--- config.mk ---
export PLATFORM = sky130hd
export DESIGN_NAME = one_wire_bus_master
export DESIGN_NICKNAME = d
export VERILOG_FILES = /design/src/design/owm_pkg.sv /design/src/design/owm_regs.sv /design/src/design/owm_core.sv /design/src/design/one_wire_bus_master.sv
export SDC_FILE = /design/constraint.sdc
export NUM_CORES = 1
export LEC_CHECK = 0
export BUFFER_PORTS_ARGS = -buffer_cell sky130_fd_sc_hd__buf_2
export CORE_MARGIN = 2
export CORE_UTILIZATION = 50
export DETAILED_ROUTE_END_ITERATION = 16
export GPL_ROUTABILITY_DRIVEN = 1
export MAX_ROUTING_LAYER = met4
export PLACE_DENSITY = 0.77
export REMOVE_ABC_BUFFERS = 1
export SYNTH_ARGS = -nofsm -noshare
export SYNTH_HDL_FRONTEND = slang
export SYNTH_SLANG_ARGS = --single-unit
--- constraint.sdc ---
create_clock -name clk -period 3.4 [get_ports clk]
set_input_delay 0.17 -clock clk [delete_from_list [all_inputs] [get_ports clk]]
set_output_delay 0.17 -clock clk [all_outputs]
set_load 0.02 [all_outputs]
--- src/design/owm_pkg.sv ---
// Package for the one-wire bus master: opcodes, register map, timing constants,
// shared item/config/result structs and small timing helper functions.
// No dependencies; used by owm_regs, owm_core and one_wire_bus_master.
`timescale 1ns / 1ps
`default_nettype none

package owm_pkg;

	// Width of the microsecond timer.
	localparam int TIMER_BITS = 16;
	localparam logic [31:0] TIMER_MAX32 = 32'((64'd1 << TIMER_BITS) - 64'd1);

	typedef logic [TIMER_BITS-1:0] timer_t;

	// Command codes carried in the opcode field.
	localparam logic [2:0] OP_TICK       = 3'd0;
	localparam logic [2:0] OP_RESET      = 3'd1;
	localparam logic [2:0] OP_WRITE_BYTE = 3'd2;
	localparam logic [2:0] OP_READ_BYTE  = 3'd3;
	localparam logic [2:0] OP_WRITE_BIT  = 3'd4;
	localparam logic [2:0] OP_READ_BIT   = 3'd5;
	localparam logic [2:0] OP_WAIT_LOW   = 3'd6;
	localparam logic [2:0] OP_WAIT_HIGH  = 3'd7;

	// Register indexes (byte address = 4 * index).
	localparam int ADDR_BITS = 5;
	localparam logic [2:0] REG_BUS_ENABLE        = 3'd0;
	localparam logic [2:0] REG_RESET_LOW_US      = 3'd1;
	localparam logic [2:0] REG_PRESENCE_WAIT_US  = 3'd2;
	localparam logic [2:0] REG_PRESENCE_TAIL_US  = 3'd3;
	localparam logic [2:0] REG_WRITE_ONE_LOW_US  = 3'd4;
	localparam logic [2:0] REG_WRITE_ZERO_LOW_US = 3'd5;
	localparam logic [2:0] REG_READ_LOW_US       = 3'd6;
	localparam logic [2:0] REG_READ_SAMPLE_US    = 3'd7;

	// Register reset values.
	localparam logic [9:0] RST_RESET_LOW_US      = 10'd480;
	localparam logic [7:0] RST_PRESENCE_WAIT_US  = 8'd60;
	localparam logic [7:0] RST_PRESENCE_TAIL_US  = 8'd100;
	localparam logic [5:0] RST_WRITE_ONE_LOW_US  = 6'd5;
	localparam logic [6:0] RST_WRITE_ZERO_LOW_US = 7'd70;
	localparam logic [3:0] RST_READ_LOW_US       = 4'd1;
	localparam logic [5:0] RST_READ_SAMPLE_US    = 6'd5;

	// Fixed slot recovery and read tail times.
	localparam timer_t REC_ONE_US  = timer_t'(60);
	localparam timer_t REC_ZERO_US = timer_t'(2);
	localparam timer_t RD_TAIL_US  = timer_t'(55);

	typedef struct packed {
		logic       bus_enable;
		logic [9:0] reset_low_us;
		logic [7:0] presence_wait_us;
		logic [7:0] presence_tail_us;
		logic [5:0] write_one_low_us;
		logic [6:0] write_zero_low_us;
		logic [3:0] read_low_us;
		logic [5:0] read_sample_us;
	} cfg_t;

	typedef struct packed {
		logic [2:0]  opcode;
		logic [7:0]  data_in;
		logic [15:0] pre_delay;
		logic        bus_level;
	} item_t;

	typedef struct packed {
		logic       drive_low;
		logic       busy_res;
		logic       done_res;
		logic       success;
		logic [7:0] read_data;
		logic       rejected;
	} res_t;

	// A programmed time of zero counts as one microsecond.
	function automatic timer_t dur_us(input logic [9:0] d);
		timer_t t;
		t = (d == 10'd0) ? timer_t'(1) : timer_t'(d);
		return t;
	endfunction

	// Pre-delay of the wait commands, saturated to the timer range.
	function automatic timer_t sat_delay(input logic [15:0] d);
		logic [31:0] w;
		w = 32'(d);
		return (w > TIMER_MAX32) ? timer_t'(TIMER_MAX32) : timer_t'(w);
	endfunction

endpackage

`default_nettype wire

--- src/design/owm_regs.sv ---
// APB-style configuration register file of the one-wire bus master.
// Depends on owm_pkg for the register map, reset values and cfg_t.
`timescale 1ns / 1ps
`default_nettype none

module owm_regs (
	input  wire logic                           clk,
	input  wire logic                           arst_n,
	input  wire logic                           psel,
	input  wire logic                           penable,
	input  wire logic                           pwrite,
	input  wire logic [owm_pkg::ADDR_BITS-1:0]  paddr,
	input  wire logic [31:0]                    pwdata,
	output logic      [31:0]                    prdata,
	output logic                                pready,
	output owm_pkg::cfg_t                       cfg
);

	owm_pkg::cfg_t cfg_q;
	logic [2:0]    idx;
	logic          wr_en;

	assign idx    = paddr[4:2];
	assign wr_en  = psel & penable & pwrite;
	assign pready = 1'b1;
	assign cfg    = cfg_q;

	always_ff @(posedge clk or negedge arst_n) begin
		if (!arst_n) begin
			cfg_q.bus_enable        <= 1'b0;
			cfg_q.reset_low_us      <= owm_pkg::RST_RESET_LOW_US;
			cfg_q.presence_wait_us  <= owm_pkg::RST_PRESENCE_WAIT_US;
			cfg_q.presence_tail_us  <= owm_pkg::RST_PRESENCE_TAIL_US;
			cfg_q.write_one_low_us  <= owm_pkg::RST_WRITE_ONE_LOW_US;
			cfg_q.write_zero_low_us <= owm_pkg::RST_WRITE_ZERO_LOW_US;
			cfg_q.read_low_us       <= owm_pkg::RST_READ_LOW_US;
			cfg_q.read_sample_us    <= owm_pkg::RST_READ_SAMPLE_US;
		end else if (wr_en) begin
			unique case (idx)
				owm_pkg::REG_BUS_ENABLE:        cfg_q.bus_enable        <= pwdata[0];
				owm_pkg::REG_RESET_LOW_US:      cfg_q.reset_low_us      <= pwdata[9:0];
				owm_pkg::REG_PRESENCE_WAIT_US:  cfg_q.presence_wait_us  <= pwdata[7:0];
				owm_pkg::REG_PRESENCE_TAIL_US:  cfg_q.presence_tail_us  <= pwdata[7:0];
				owm_pkg::REG_WRITE_ONE_LOW_US:  cfg_q.write_one_low_us  <= pwdata[5:0];
				owm_pkg::REG_WRITE_ZERO_LOW_US: cfg_q.write_zero_low_us <= pwdata[6:0];
				owm_pkg::REG_READ_LOW_US:       cfg_q.read_low_us       <= pwdata[3:0];
				owm_pkg::REG_READ_SAMPLE_US:    cfg_q.read_sample_us    <= pwdata[5:0];
				default: ;
			endcase
		end
	end

	always_comb begin
		prdata = 32'd0;
		unique case (idx)
			owm_pkg::REG_BUS_ENABLE:        prdata = 32'(cfg_q.bus_enable);
			owm_pkg::REG_RESET_LOW_US:      prdata = 32'(cfg_q.reset_low_us);
			owm_pkg::REG_PRESENCE_WAIT_US:  prdata = 32'(cfg_q.presence_wait_us);
			owm_pkg::REG_PRESENCE_TAIL_US:  prdata = 32'(cfg_q.presence_tail_us);
			owm_pkg::REG_WRITE_ONE_LOW_US:  prdata = 32'(cfg_q.write_one_low_us);
			owm_pkg::REG_WRITE_ZERO_LOW_US: prdata = 32'(cfg_q.write_zero_low_us);
			owm_pkg::REG_READ_LOW_US:       prdata = 32'(cfg_q.read_low_us);
			owm_pkg::REG_READ_SAMPLE_US:    prdata = 32'(cfg_q.read_sample_us);
			default:                        prdata = 32'd0;
		endcase
	end

endmodule

`default_nettype wire

--- src/design/owm_core.sv ---
// Bus sequencer of the one-wire bus master: phase, timer and shift state, and the
// combinational next-state and result logic for one item. Depends on owm_pkg.
`timescale 1ns / 1ps
`default_nettype none

module owm_core (
	input  wire logic           clk,
	input  wire logic           arst_n,
	input  wire logic           step,
	input  wire owm_pkg::item_t item,
	input  wire owm_pkg::cfg_t  cfg,
	output owm_pkg::res_t       res
);

	typedef enum logic [3:0] {
		PH_IDLE      = 4'd0,
		PH_RST_LOW   = 4'd1,
		PH_RST_WAIT  = 4'd2,
		PH_RST_TAIL  = 4'd3,
		PH_SLOT_LOW  = 4'd4,
		PH_WR_REC    = 4'd5,
		PH_RD_SAMPLE = 4'd6,
		PH_RD_TAIL   = 4'd7,
		PH_WAIT_PRE  = 4'd8,
		PH_WAIT_POLL = 4'd9
	} phase_t;

	phase_t          phase_q, phase_n;
	logic [2:0]      op_kind_q, op_kind_n;
	owm_pkg::timer_t timer_q, timer_n, timer_dec;
	logic [7:0]      shift_q, shift_n;
	logic [3:0]      bits_q, bits_n, bits_dec;
	logic            drive_q, drive_n;
	logic            expired, poll, done, ok, rej;
	logic [7:0]      data;
	logic            is_write;

	// Shared one-microsecond countdown.
	assign expired   = (timer_q <= owm_pkg::timer_t'(1));
	assign timer_dec = expired ? '0 : timer_q - owm_pkg::timer_t'(1);
	assign bits_dec  = bits_q - 4'd1;
	assign is_write  = (op_kind_q == owm_pkg::OP_WRITE_BYTE) ||
		(op_kind_q == owm_pkg::OP_WRITE_BIT);

	always_comb begin
		phase_n   = phase_q;
		op_kind_n = op_kind_q;
		timer_n   = timer_q;
		shift_n   = shift_q;
		bits_n    = bits_q;
		drive_n   = drive_q;
		poll      = 1'b0;
		done      = 1'b0;
		ok        = 1'b0;
		rej       = 1'b0;
		data      = 8'd0;

		if (item.opcode != owm_pkg::OP_TICK) begin
			if (phase_q != PH_IDLE) begin
				rej = 1'b1;
			end else if (!cfg.bus_enable) begin
				done    = 1'b1;
				drive_n = 1'b0;
			end else begin
				op_kind_n = item.opcode;
				unique case (item.opcode)
					owm_pkg::OP_RESET: begin
						drive_n = 1'b1;
						phase_n = PH_RST_LOW;
						timer_n = owm_pkg::dur_us(cfg.reset_low_us);
					end
					owm_pkg::OP_WRITE_BYTE, owm_pkg::OP_WRITE_BIT: begin
						shift_n = (item.opcode == owm_pkg::OP_WRITE_BYTE) ?
							item.data_in : {7'd0, item.data_in[0]};
						bits_n  = (item.opcode == owm_pkg::OP_WRITE_BYTE) ? 4'd8 : 4'd1;
						drive_n = 1'b1;
						phase_n = PH_SLOT_LOW;
						timer_n = item.data_in[0] ?
							owm_pkg::dur_us(10'(cfg.write_one_low_us)) :
							owm_pkg::dur_us(10'(cfg.write_zero_low_us));
					end
					owm_pkg::OP_READ_BYTE, owm_pkg::OP_READ_BIT: begin
						shift_n = 8'd0;
						bits_n  = (item.opcode == owm_pkg::OP_READ_BYTE) ? 4'd8 : 4'd1;
						drive_n = 1'b1;
						phase_n = PH_SLOT_LOW;
						timer_n = owm_pkg::dur_us(10'(cfg.read_low_us));
					end
					default: begin
						// Wait while low or wait while high.
						drive_n = 1'b0;
						if (item.pre_delay == 16'd0) begin
							phase_n = PH_WAIT_POLL;
							timer_n = '0;
						end else begin
							phase_n = PH_WAIT_PRE;
							timer_n = owm_pkg::sat_delay(item.pre_delay);
						end
					end
				endcase
			end
		end else begin
			unique case (phase_q)
				PH_IDLE: ;
				PH_RST_LOW: begin
					timer_n = timer_dec;
					if (expired) begin
						drive_n = 1'b0;
						phase_n = PH_RST_WAIT;
						timer_n = owm_pkg::dur_us(10'(cfg.presence_wait_us));
					end
				end
				PH_RST_WAIT: begin
					timer_n = timer_dec;
					if (expired) begin
						if (!item.bus_level) begin
							if (cfg.presence_tail_us == 8'd0) begin
								done = 1'b1;
								ok   = 1'b1;
							end else begin
								phase_n = PH_RST_TAIL;
								timer_n = owm_pkg::timer_t'(cfg.presence_tail_us);
							end
						end else begin
							done = 1'b1;
						end
					end
				end
				PH_RST_TAIL: begin
					timer_n = timer_dec;
					if (expired) begin
						done = 1'b1;
						ok   = 1'b1;
					end
				end
				PH_SLOT_LOW: begin
					timer_n = timer_dec;
					if (expired) begin
						drive_n = 1'b0;
						if (is_write) begin
							phase_n = PH_WR_REC;
							timer_n = shift_q[0] ? owm_pkg::REC_ONE_US : owm_pkg::REC_ZERO_US;
						end else begin
							phase_n = PH_RD_SAMPLE;
							timer_n = owm_pkg::dur_us(10'(cfg.read_sample_us));
						end
					end
				end
				PH_WR_REC: begin
					timer_n = timer_dec;
					if (expired) begin
						bits_n = bits_dec;
						if (bits_dec == 4'd0) begin
							done = 1'b1;
							ok   = 1'b1;
						end else begin
							// Next bit: shift and open a new write slot.
							shift_n = {1'b0, shift_q[7:1]};
							drive_n = 1'b1;
							phase_n = PH_SLOT_LOW;
							timer_n = shift_q[1] ?
								owm_pkg::dur_us(10'(cfg.write_one_low_us)) :
								owm_pkg::dur_us(10'(cfg.write_zero_low_us));
						end
					end
				end
				PH_RD_SAMPLE: begin
					timer_n = timer_dec;
					if (expired) begin
						shift_n = (op_kind_q == owm_pkg::OP_READ_BYTE) ?
							{item.bus_level, shift_q[7:1]} : {7'd0, item.bus_level};
						phase_n = PH_RD_TAIL;
						timer_n = owm_pkg::RD_TAIL_US;
					end
				end
				PH_RD_TAIL: begin
					timer_n = timer_dec;
					if (expired) begin
						bits_n = bits_dec;
						if (bits_dec == 4'd0) begin
							done = 1'b1;
							ok   = 1'b1;
							data = (op_kind_q == owm_pkg::OP_READ_BYTE) ?
								shift_q : {7'd0, shift_q[0]};
						end else begin
							drive_n = 1'b1;
							phase_n = PH_SLOT_LOW;
							timer_n = owm_pkg::dur_us(10'(cfg.read_low_us));
						end
					end
				end
				PH_WAIT_PRE: begin
					timer_n = timer_dec;
					if (expired) begin
						phase_n = PH_WAIT_POLL;
						poll    = 1'b1;
					end
				end
				PH_WAIT_POLL: poll = 1'b1;
				default: phase_n = PH_IDLE;
			endcase

			if (poll && (((op_kind_q == owm_pkg::OP_WAIT_LOW) && item.bus_level) ||
				((op_kind_q == owm_pkg::OP_WAIT_HIGH) && !item.bus_level))) begin
				done = 1'b1;
				ok   = 1'b1;
			end
			if (done) begin
				phase_n = PH_IDLE;
				drive_n = 1'b0;
				timer_n = '0;
			end
		end

		res.drive_low = drive_n;
		res.busy_res  = (phase_n != PH_IDLE);
		res.done_res  = done;
		res.success   = ok;
		res.read_data = data;
		res.rejected  = rej;
	end

	always_ff @(posedge clk or negedge arst_n) begin
		if (!arst_n) begin
			phase_q   <= PH_IDLE;
			op_kind_q <= owm_pkg::OP_TICK;
			timer_q   <= '0;
			shift_q   <= 8'd0;
			bits_q    <= 4'd0;
			drive_q   <= 1'b0;
		end else if (step) begin
			phase_q   <= phase_n;
			op_kind_q <= op_kind_n;
			timer_q   <= timer_n;
			shift_q   <= shift_n;
			bits_q    <= bits_n;
			drive_q   <= drive_n;
		end
	end

endmodule

`default_nettype wire

--- src/design/one_wire_bus_master.sv ---
// One-wire bus master. Every input item is either a tick, which advances bus
// time by one microsecond and carries the line level sampled in that microsecond,
// or a command (reset with presence detect, write or read of a byte LSB first,
// write or read of a single bit, or wait while low / wait while high after a
// pre-delay). Every item yields exactly one result item giving the open-drain
// drive level, busy, done, success, read data and a rejected flag for a command
// that arrived while an operation was still running. An item is registered at
// the input, passes the sequencer's combinational next-state logic and lands in
// an output register; one item is taken every cycle as long as the output side
// keeps taking results. While a finished result waits in the output register,
// one more item can still be taken into the input register; after that the
// input stalls until the result is taken.
// Timing settings are written through the APB-style port at byte address
// 4 * index and should only be changed while the bus is idle. While bus_enable
// is 0 a command taken while idle completes at once with failure and zero data.
// Depends on owm_pkg, owm_regs and owm_core.
`timescale 1ns / 1ps
`default_nettype none

module one_wire_bus_master (
	input  wire logic                          clk,
	input  wire logic                          arst_n,
	// Configuration port.
	input  wire logic                          psel,
	input  wire logic                          penable,
	input  wire logic                          pwrite,
	input  wire logic [owm_pkg::ADDR_BITS-1:0] paddr,
	input  wire logic [31:0]                   pwdata,
	output logic      [31:0]                   prdata,
	output logic                               pready,
	// Input item channel.
	input  wire logic                          in_valid,
	output logic                               in_ready,
	input  wire logic [2:0]                    opcode,
	input  wire logic [7:0]                    data_in,
	input  wire logic [15:0]                   pre_delay,
	input  wire logic                          bus_level,
	// Result item channel.
	output logic                               out_valid,
	input  wire logic                          out_ready,
	output logic                               drive_low,
	output logic                               busy_res,
	output logic                               done_res,
	output logic                               success,
	output logic      [7:0]                    read_data,
	output logic                               rejected
);

	owm_pkg::cfg_t  cfg;
	owm_pkg::item_t item_s1;
	logic           valid_s1;
	owm_pkg::res_t  res_comb;
	owm_pkg::res_t  res_s2;
	logic           valid_s2;
	logic           adv_s2;
	logic           step;

	owm_regs u_regs (
		.clk     (clk),
		.arst_n  (arst_n),
		.psel    (psel),
		.penable (penable),
		.pwrite  (pwrite),
		.paddr   (paddr),
		.pwdata  (pwdata),
		.prdata  (prdata),
		.pready  (pready),
		.cfg     (cfg)
	);

	// The result register can load when it is empty or being emptied this cycle.
	assign adv_s2   = !valid_s2 || out_ready;
	// The sequencer state moves only when the registered item passes to the output.
	assign step     = valid_s1 && adv_s2;
	assign in_ready = !valid_s1 || adv_s2;

	always_ff @(posedge clk or negedge arst_n) begin
		if (!arst_n) begin
			valid_s1 <= 1'b0;
		end else if (in_ready) begin
			valid_s1 <= in_valid;
		end
	end

	always_ff @(posedge clk) begin
		if (in_valid && in_ready) begin
			item_s1.opcode    <= opcode;
			item_s1.data_in   <= data_in;
			item_s1.pre_delay <= pre_delay;
			item_s1.bus_level <= bus_level;
		end
	end

	owm_core u_core (
		.clk    (clk),
		.arst_n (arst_n),
		.step   (step),
		.item   (item_s1),
		.cfg    (cfg),
		.res    (res_comb)
	);

	always_ff @(posedge clk or negedge arst_n) begin
		if (!arst_n) begin
			valid_s2 <= 1'b0;
		end else if (adv_s2) begin
			valid_s2 <= valid_s1;
		end
	end

	always_ff @(posedge clk) begin
		if (step) begin
			res_s2 <= res_comb;
		end
	end

	assign out_valid = valid_s2;
	assign drive_low = res_s2.drive_low;
	assign busy_res  = res_s2.busy_res;
	assign done_res  = res_s2.done_res;
	assign success   = res_s2.success;
	assign read_data = res_s2.read_data;
	assign rejected  = res_s2.rejected;

endmodule

`default_nettype wire
Word level (Yosys, flattened, before mapping)
Index checks and enable logic that the tools add are counted.
{"block": "word_totals", "register_bits": 129, "word_cells": 213, "output_inout_bits": 48, "input_bits": 72}
{"block": "op_classes", "n_eq_ne": 32, "n_mux": 92, "bitwise_logic": 7, "n_reduce_logical": 52, "add_sub_neg": 2, "n_lt_le_gt_ge": 1}
{"operator": "$mux 16", "count": 19}
{"operator": "$pmux 32 s8", "count": 1}
{"operator": "$pmux 16 s7", "count": 1}
{"operator": "$mux 4", "count": 21}
{"operator": "$mux 8", "count": 9}
{"operator": "$pmux 16 s3", "count": 1}
{"operator": "$pmux 8 s2", "count": 2}
{"operator": "$pmux 4 s7", "count": 1}
{"operator": "$eq 3x3->1 const B", "count": 9}
{"operator": "$mux 1", "count": 25}
{"operator": "$eq 3x2->1 const B", "count": 6}
{"operator": "$mux 6", "count": 3}
{"operator": "$eq 4x3->1 const B", "count": 4}
{"operator": "$le 16x1->1 const B", "count": 1}
{"operator": "$logic_not 16->1", "count": 1}
{"operator": "$logic_not 8->1", "count": 2}
{"operator": "$pmux 4 s2", "count": 2}
{"operator": "$reduce_and 2->1", "count": 8}
{"operator": "$sub 16x1->16 const B", "count": 1}
{"operator": "$logic_not 4->1", "count": 3}
{"operator": "$logic_not 6->1", "count": 2}
{"operator": "$logic_not 10->1", "count": 1}
{"operator": "$mux 10", "count": 1}
{"operator": "$reduce_or 2->1", "count": 5}
{"operator": "other kinds (30)", "count": 57}

Depth between registers and ports, before layout
Gate-level depths: netlist of the first run.
{"block": "depth", "depth_word": 10, "ltp_mapped": 8, "ltp_nobuf": 8}

Hierarchy
A second synthesis of the first run with hierarchy kept.
{"block": "unflattened", "cells_unflattened": 749, "area_unflattened_um2": 7619.8}
{"mod": "owm_core", "seq_area_each_um2": 900.9, "area_per_inst_um2": 3687.3, "n_inst": 1, "cells_per_inst": 511}
{"mod": "owm_regs", "seq_area_each_um2": 1275.0, "area_per_inst_um2": 2597.5, "n_inst": 1, "cells_per_inst": 189}
{"mod": "one_wire_bus_master", "seq_area_each_um2": 1281.2, "area_per_inst_um2": 1335.0, "n_inst": 1, "cells_per_inst": 49}

Least setup slack after synthesis of the first run
No wires, ideal clock.
{"block": "synth_path", "kind": "reg-to-reg", "from": "register u_core.timer_q[5]", "to": "register res_s2 (netlist bit busy_res), data pin", "arrival_time_ps": 2035, "setup_ps": 270, "slack_ps": 1095, "stages_incl_launch_ff": 8, "required_time_ps": 3130, "synth_period_minus_slack_ps": 2305, "path_cell_list": "dfrtp_1 or3_4 or4_4 buf_6 o311ai_4 o211ai_2 o2111ai_1 nand4_1"}
{"item": "start, declared", "line_no": "owm_core.sv:30", "source": "owm_pkg::timer_t timer_q, timer_n, timer_dec;"}
{"item": "start signal, assigned", "line_no": "owm_core.sv:234", "source": "timer_q <= timer_n;"}
{"item": "end signal, assigned", "line_no": "one_wire_bus_master.sv:113", "source": "res_s2 <= res_comb;"}
{"item": "end, declared", "line_no": "one_wire_bus_master.sv:53", "source": "owm_pkg::res_t res_s2;"}

Worst setup path in the final report of the first run
{"block": "layout_path", "from": "register u_core.bits_q[0]", "to": "register u_core.shift_q[5]"}
{"block": "layout_via", "elab_chain_len": 4}
{"item": "start, declared", "line_no": "owm_core.sv:32", "source": "logic [3:0] bits_q, bits_n, bits_dec;"}
{"item": "start signal, assigned", "line_no": "owm_core.sv:236", "source": "bits_q <= bits_n;"}
{"item": "$sub 4x1->4", "line_no": "owm_core.sv:41", "source": "assign bits_dec = bits_q - 4'd1;"}
{"item": "$logic_not 4->1", "line_no": "owm_core.sv:153", "source": "if (bits_dec == 4'd0) begin"}
{"item": "$ne 3x2->1 (no source line)"}
{"item": "$reduce_and 8->1 (no source line)"}
{"item": "end signal, assigned", "line_no": "owm_core.sv:235", "source": "shift_q <= shift_n;"}
{"item": "end, declared", "line_no": "owm_core.sv:31", "source": "logic [7:0] shift_q, shift_n;"}
No other way between the ends.
A chain may end at the register's enable or synchronous reset.

==> results.toml, run 1 <==
[run_status]
status = "completed"

[floorplan]
fp.dieH_um = 128
io_pins = 120
dieArea_um2 = 16400
rows = 45
die_w_um = 128
start_util_pct = 50.9
core_um2 = 15100

[clock_tree]
cts_resized = 0
path_clk_slew_ns = 0.06
ctsLongestPathBuffers = 2
cts.sinks = 129
clockRootBuffer = "clkbuf_16"
clk_latency_ns = 0.43
cts_buffers = 17
h-tree-depth = 4
cts_tree = "done"

[worst_setup_path]
cp.arrival_ns = 3.00
start_kind = "register"
r2r_start = "u_core.bits_q[0]"
cp_num_cells = 8
r2r_slack_ns = 0.71
r2r_cells = 8
r2r_end = "u_core.shift_q[5]"
critPathMaxFanout = 8
timing.critical_path.buf_inv = 1
critPathCaptureType = "register"
required_ns = 3.71
path_cells = "inv_1 > ha_1 > nor3b_1 > nand3_1 > a41oi_1 > nor4_1 > o21ai_2 > mux2_1"
cp_top_family = "compound AO/OA/AOI/OAI gates"
slowest_stage = "dfrtp_1"
worst-setup-path-type = "register to register"
max_stage_delay_ns = 0.45

[logic_synthesis]
synth_cell_types = 83
ys.flop_type = "dfrtp_1"
synth_xor_area_share_pct = 1.03
synth_cells = 756
synth_top_family_by_area = "simple AND/OR/NAND/NOR gates"
synth_area_um2 = 7670
synth_seq_cells = 129
synth-simple-area-share_pct = 17.8
synth_largest_area_cell = "dfrtp_1"
synthMuxAreaShare_pct = 12.9
seq_area_frac_synth_pct = 45.1
synth_edf_count = 41
synth_fa_ha_area_share_pct = 0.652
synth_area_per_cell_um2 = 10.2
yosys_warnings = 0
synthArstFlopShare_pct = 68.2
ys_top_cells_by_area = "dfrtp_1, edfxtp_1, mux2_2"
synth_top_area_share_pct = 22.5
synth_compound_area_share_pct = 17.3

[timing]
finalWorstSetupSlack_ns = 0.711
drv_slew = 0
worst_slew_pin_slew_ns = 1.01
setup_tns_ns = 0
finalCriticalPeriod_ns = 2.69
maxSlewHeadroom_pct = 32.9
finalHoldViolations = 0
fin_crit_sh_pct = 79.1
fmax_mhz = 372
hold_ws_ns = 0.0209
rsz0062_at_grt = "no"
setup_viol = 0
finClkSkew_ns = 0.00835

[drt]
avgRoutedWirePerCell_um = 20.3
antenna_left = 0
drc = 0
wl_um = 21500
drtIter0Drc = 599
drt_pass1_iterations = 5
vias_per_cell = 6.11
vias = 6477

[power_and_ir_drop]
p_leak_nw = 3.76
power_density_nw_per_um2 = 704
p_total_mw = 6.42
ir_worst_vdd_uv = 392

[grt]
grt_usage_pct = 28.1
grt_pass1_wl_um = 34100
grt_max_degree = 76
antenna_found_initial = 0
grt_pass1_vias = 6305
grt_overflow = 0

[placed_design]
port-buffer-count = 72
dp_slack_ns = 0.767
place_congestion = 0.973
placed_cells = 996
place_area_um2 = 8160
hpwl_um = 15300

[min_path]
whs_path_depth = 2
hold_path_class = "input pin to register"
hold_path_end = "u_regs.cfg[45]"
hp-start = "pwdata[6]"

[final_layout]
multi_input_area_um2 = 3900
fin_cells = 1060
n_antenna_cell = 0
seq_area_um2 = 3460
final_layout_size_suffix_gt1_share_pct = 25.9
stdcell_area_um2 = 9120
num-nets-final = 935
utilization_pct = 60.4
n_fill_cell = 1264
area_delta_synth_final_pct = 18.8

[run]
max_cap_violations = 0
-- placed cells by master (no fill, tap or decap), types with 5 or more instances in the layout --
| master | count |
|---|---|
| nor2_1 | 71 |
| buf_2 | 71 |
| dfrtp_1 | 69 |
| mux2_2 | 58 |
| a21oi_1 | 45 |
| edfxtp_1 | 41 |
| o21ai_0 | 38 |
| nand2_1 | 36 |
| dlygate4sd3_1 | 32 |
| conb_1 | 23 |
| nor3_1 | 22 |
| inv_1 | 21 |
| mux2i_1 | 20 |
| nand3_1 | 20 |
| clkbuf_16 | 20 |
| dfstp_2 | 19 |
| buf_4 | 17 |
| a22o_1 | 15 |
| nor4_1 | 14 |
| o21ai_1 | 14 |
| nand2b_1 | 13 |
| and2_1 | 12 |
| nor2b_1 | 11 |
| a22oi_1 | 8 |
| nand4_1 | 8 |
| o31ai_1 | 8 |
| mux2_1 | 8 |
| a31oi_1 | 7 |
| and3_1 | 6 |
| a221oi_1 | 6 |
| or3_1 | 5 |
| xnor2_1 | 5 |
| a211oi_1 | 5 |
| o2bb2ai_1 | 5 |
| or4_1 | 5 |
| clkinv_4 | 5 |
-- Yosys cell counts, types with 15 or more instances --
library cell / count
nor2_1: 71
dfrtp_1: 69
mux2_2: 58
a21oi_1: 45
edfxtp_1: 41
o21ai_0: 38
nand2_1: 36
buf_4: 24
nor3_1: 23
clkbuf_1: 22
inv_1: 21
mux2i_1: 20
nand3_1: 20
dfstp_2: 19
a22o_1: 15
-- power breakdown --
part / leakage [nW] / switching (mW) / internal (mW)
combinational: 1.97 / 1.23 / 0.863
sequential: 1.48 / 0.438 / 1.94
clock: 0.313 / 0.711 / 1.24
-- state kept, by name, indices dropped and copies added, names as in the netlist --
name / count
busy_res: 1
done_res: 1
drive_low: 1
item_s1: 28
out_valid: 1
read_data: 8
rejected: 1
success: 1
u_core.bits_q: 4
u_core.drive_q: 1
u_core.op_kind_q: 3
u_core.phase_q: 4
u_core.shift_q: 8
u_core.timer_q: 16
u_regs.cfg: 50
valid_s1: 1
-- routing by layer --
| layer | up-vias | track usage [%] | share of wire (%) |
|---|---|---|---|
| met4 | 0 | 13.8 | 4.0 |
| met5 | - | - | 0 |
| met1 | 3106 | 36.9 | 42 |
| li1 | 2994 | - | - |
| met2 | 314 | 41.4 | 47 |
| met3 | 63 | 6.18 | 7.7 |
-- worst reg2reg max path, delay by kind of cell, from the launching register on --
family / cells / cell delay, ns
fa+ha+maj: 1 / 0.29
mux: 1 / 0.38
flops: 1 / 0.45
simple gates: 3 / 0.67
compound gates: 2 / 0.71
buf+inv: 1 / 0.09
-- logic make-up after synthesis --
family,count (synthesis)
other,2
XOR/XNOR,9
AO/OA/AOI/OAI,194
flip-flops,129
adder cells (fa/ha/maj),4
multiplexers,88
buffers and inverters,78
AND/OR/NAND/NOR,252
-- area by class of cell --
type / instances / area share [%]
well taps: 188 / 2.58
inverters: 21 / 0.865
repair buffers: 120 / 8.81
clock buffers: 23 / 5.72
clock inverters: 9 / 1.29
flip-flops and latches: 129 / 37.9
multi-input cells: 570 / 42.8
-- worst max path at each step --
stage | to | startpoint
2_1_floorplan | u_core.timer_q[0] | item_s1[27]
3_3_place_gp | u_core.timer_q[0] | u_core.bits_q[0]
3_5_place_dp | u_core.shift_q[5] | u_core.bits_q[0]
4_1_cts | u_core.shift_q[5] | u_core.bits_q[0]
5_1_grt | u_core.shift_q[2] | u_core.bits_q[0]
6_report | u_core.shift_q[5] | u_core.bits_q[0]
-- what timing repair did --
action,4_1_cts,5_1_grt
setup buffers,0,0
endpoints found under the hold margin,91,0
hold buffers,32,0
(Power assumes the default switching activity.)
==> run 2: changes to the inputs <==
--- a/config.mk
+++ b/config.mk
@@ -11,7 +11,7 @@
 export DETAILED_ROUTE_END_ITERATION = 16
 export GPL_ROUTABILITY_DRIVEN = 1
 export MAX_ROUTING_LAYER = met4
-export PLACE_DENSITY = 0.77
+export PLACE_DENSITY = 0.8
 export REMOVE_ABC_BUFFERS = 1
 export SYNTH_ARGS = -nofsm -noshare
 export SYNTH_HDL_FRONTEND = slang
==> constraint.sdc (replaced) <==
create_clock -name clk -period 2.29 [get_ports clk]
set_input_delay 0.1145 -clock clk [delete_from_list [all_inputs] [get_ports clk]]
set_output_delay 0.1145 -clock clk [all_outputs]
set_load 0.02 [all_outputs]
==> results.toml, run 2 (synthesis results as in run 1) <==
[floorplan]
rows = 45
dieArea_um2 = 16400
fp.dieH_um = 128
io_pins = 120
start_util_pct = 50.9
die_w_um = 128
core_um2 = 15100

[grt]
grt_usage_pct = 30.7
grt_overflow = 0
grt_pass1_vias = 6883
grt_max_degree = 59
antenna_found_initial = 0
grt_pass1_wl_um = 37200

[timing]
fmax_mhz = 434
setup_tns_ns = -0.0277
rsz0062_at_grt = "yes"
finalWorstSetupSlack_ns = -0.0153
finalHoldViolations = 0
setup_viol = 3
worst_slew_pin_slew_ns = 0.746
finalCriticalPeriod_ns = 2.31
fin_crit_sh_pct = 101
maxSlewHeadroom_pct = 50.1
finClkSkew_ns = 0.0102
drv_slew = 0

[worst_setup_path]
r2r_cells = 7
slowest_stage = "or4_4"
critPathCaptureType = "register"
cp.arrival_ns = 2.62
required_ns = 2.60
r2r_slack_ns = -0.02
r2r_start = "u_core.timer_q[4]"
max_stage_delay_ns = 0.50
start_kind = "register"
worst-setup-path-type = "register to register"
r2r_end = "u_core.timer_q[9]"
path_cells = "or3_4 > or4_4 > buf_4 > o211ai_4 > buf_6 > o21ai_0 > a22o_1"
critPathMaxFanout = 7

[power_and_ir_drop]
p_sw_mw = 3.86
intPower_mw = 6.47
p_leak_nw = 4.19
power.share.combinational_pct = 39.6
ir_worst_vdd_uv = 641
clockPowerShare_pct = 27.3
switching_share_pct = 37.4
power_frac_seq_pct = 33.1
power_density_nw_per_um2 = 1040

[final_layout]
n_fill_cell = 1138
layout_commonest_cell = "buf_4"
area_delta_synth_final_pct = 28.8
final_cell_mix = "buf_4, nor2_1, buf_2"
largest_reg_flops = 50
final_layout_size_suffix_gt1_share_pct = 34.0
seq_area_um2 = 3460
n_antenna_cell = 0
multi_input_area_um2 = 4080
utilization_pct = 65.5
num-nets-final = 1008

[drt]
wl_met3_um = 2360
wl_met1_um = 9070
drc = 0
antenna_left = 0
vias_per_cell = 6.32
routed.top_layer = "met4"
vias = 7161
wl_um = 24000
drt_pass1_iterations = 7
met2_wirelength_um = 11400
drtIter0Drc = 967
avgRoutedWirePerCell_um = 21.2

[clock_tree]
cts_tree = "done"
clk_latency_ns = 0.43
cts_buffers = 17
h-tree-depth = 4
path_clk_slew_ns = 0.06
cts.sinks = 129
clockRootBuffer = "clkbuf_16"
ctsLongestPathBuffers = 2

[run]
max_cap_violations = 0

[run_status]
failed_checks = "setup timing"
status = "finished with violations"

[min_path]
whs_path_depth = 3
hold_path_end = "u_regs.cfg[39]"
hold_path_class = "input pin to register"
hp-start = "pwdata[0]"

[placed_design]
place_congestion = 1.02
hpwl_um = 16600
dp_slack_ns = -0.0437
port-buffer-count = 72
[run 2: cell types whose count changed in the layout (fill, tap and decap cells not counted), moves of 3 or more]
| cell | delta |
|---|---|
| o21ai_0 | -4 |
| nor4_1 | -3 |
| dlygate4sd3_1 | +3 |
| o31ai_1 | -4 |
| buf_12 | +3 |
| buf_4 | +61 |
| clkinv_4 | -3 |
| buf_6 | +6 |
[run 2: layout make-up]
type,count,share of cell area [%]
clock buffers,21,4.99
clock inverters,11,1.25
inverters,21,0.797
multi-input cells,570,41.3
flip-flops and latches,129,35.0
well taps,188,2.38
repair buffers,193,14.4
[run 2: routing by layer]
layer	vias up	global-route usage (%)
li1	3146	-
met1	3430	38.0
met2	470	47.8
met3	115	7.68
met4	0	14.0
met5	-	-
[run 2: through the flow]
step / instances / hold WS [ns] / power, mW / area [um2]
after CTS: 1130 / 0.0139 / 10.0 / 9710
after detailed placement: 1061 / 0.111 / 7.04 / 8680
after global routing: 1133 / 0.0373 / 10.8 / 9890
final: 1133 / 0.0330 / 10.3 / 9890
after floorplan: 720 / -0.181 / 5.51 / 7430
after global placement: 1061 / 0.108 / 6.95 / 8680
[run 2: worst max path at each step]
stage / start / endpoint / slack, ns / cells past startpoint
2_1_floorplan: item_s1[27] / u_core.timer_q[0] / -1.12 / 5
3_3_place_gp: u_core.timer_q[5] / drive_low / 0.02 / 7
3_5_place_dp: u_core.timer_q[6] / drive_low / -0.04 / 7
4_1_cts: u_core.timer_q[6] / busy_res / -0.05 / 6
5_1_grt: u_core.timer_q[6] / u_core.phase_q[0] / -0.09 / 8
6_report: u_core.timer_q[4] / u_core.timer_q[9] / -0.02 / 7
[run 2: critical path, delay by kind of cell (launching register included)]
family,cells,cell delay [ns]
AOI/OAI and AO/OA,3,0.55
DFF,1,0.38
and+or+nand+nor,2,0.90
buffers and inverters,2,0.35
[run 2: what timing repair did]
action | CTS | global route
hold endpoints to repair | 69 | 0
setup buffers | 2 | 2
gates cloned | 0 | 1
hold buffers | 35 | 0
endpoints found under the setup margin | 3 | 40
resized for setup | 10 | 34
pin swaps | 8 | 16
[run 2: power by group through the flow]
stage,Combinational [mW],Clock [mW],Sequential (mW)
floorplan,2.11,0,3.40
global placement,3.56,0,3.38
detailed placement,3.63,0,3.41
CTS,3.79,2.84,3.38
global route,4.37,2.95,3.47
finish,4.09,2.82,3.41
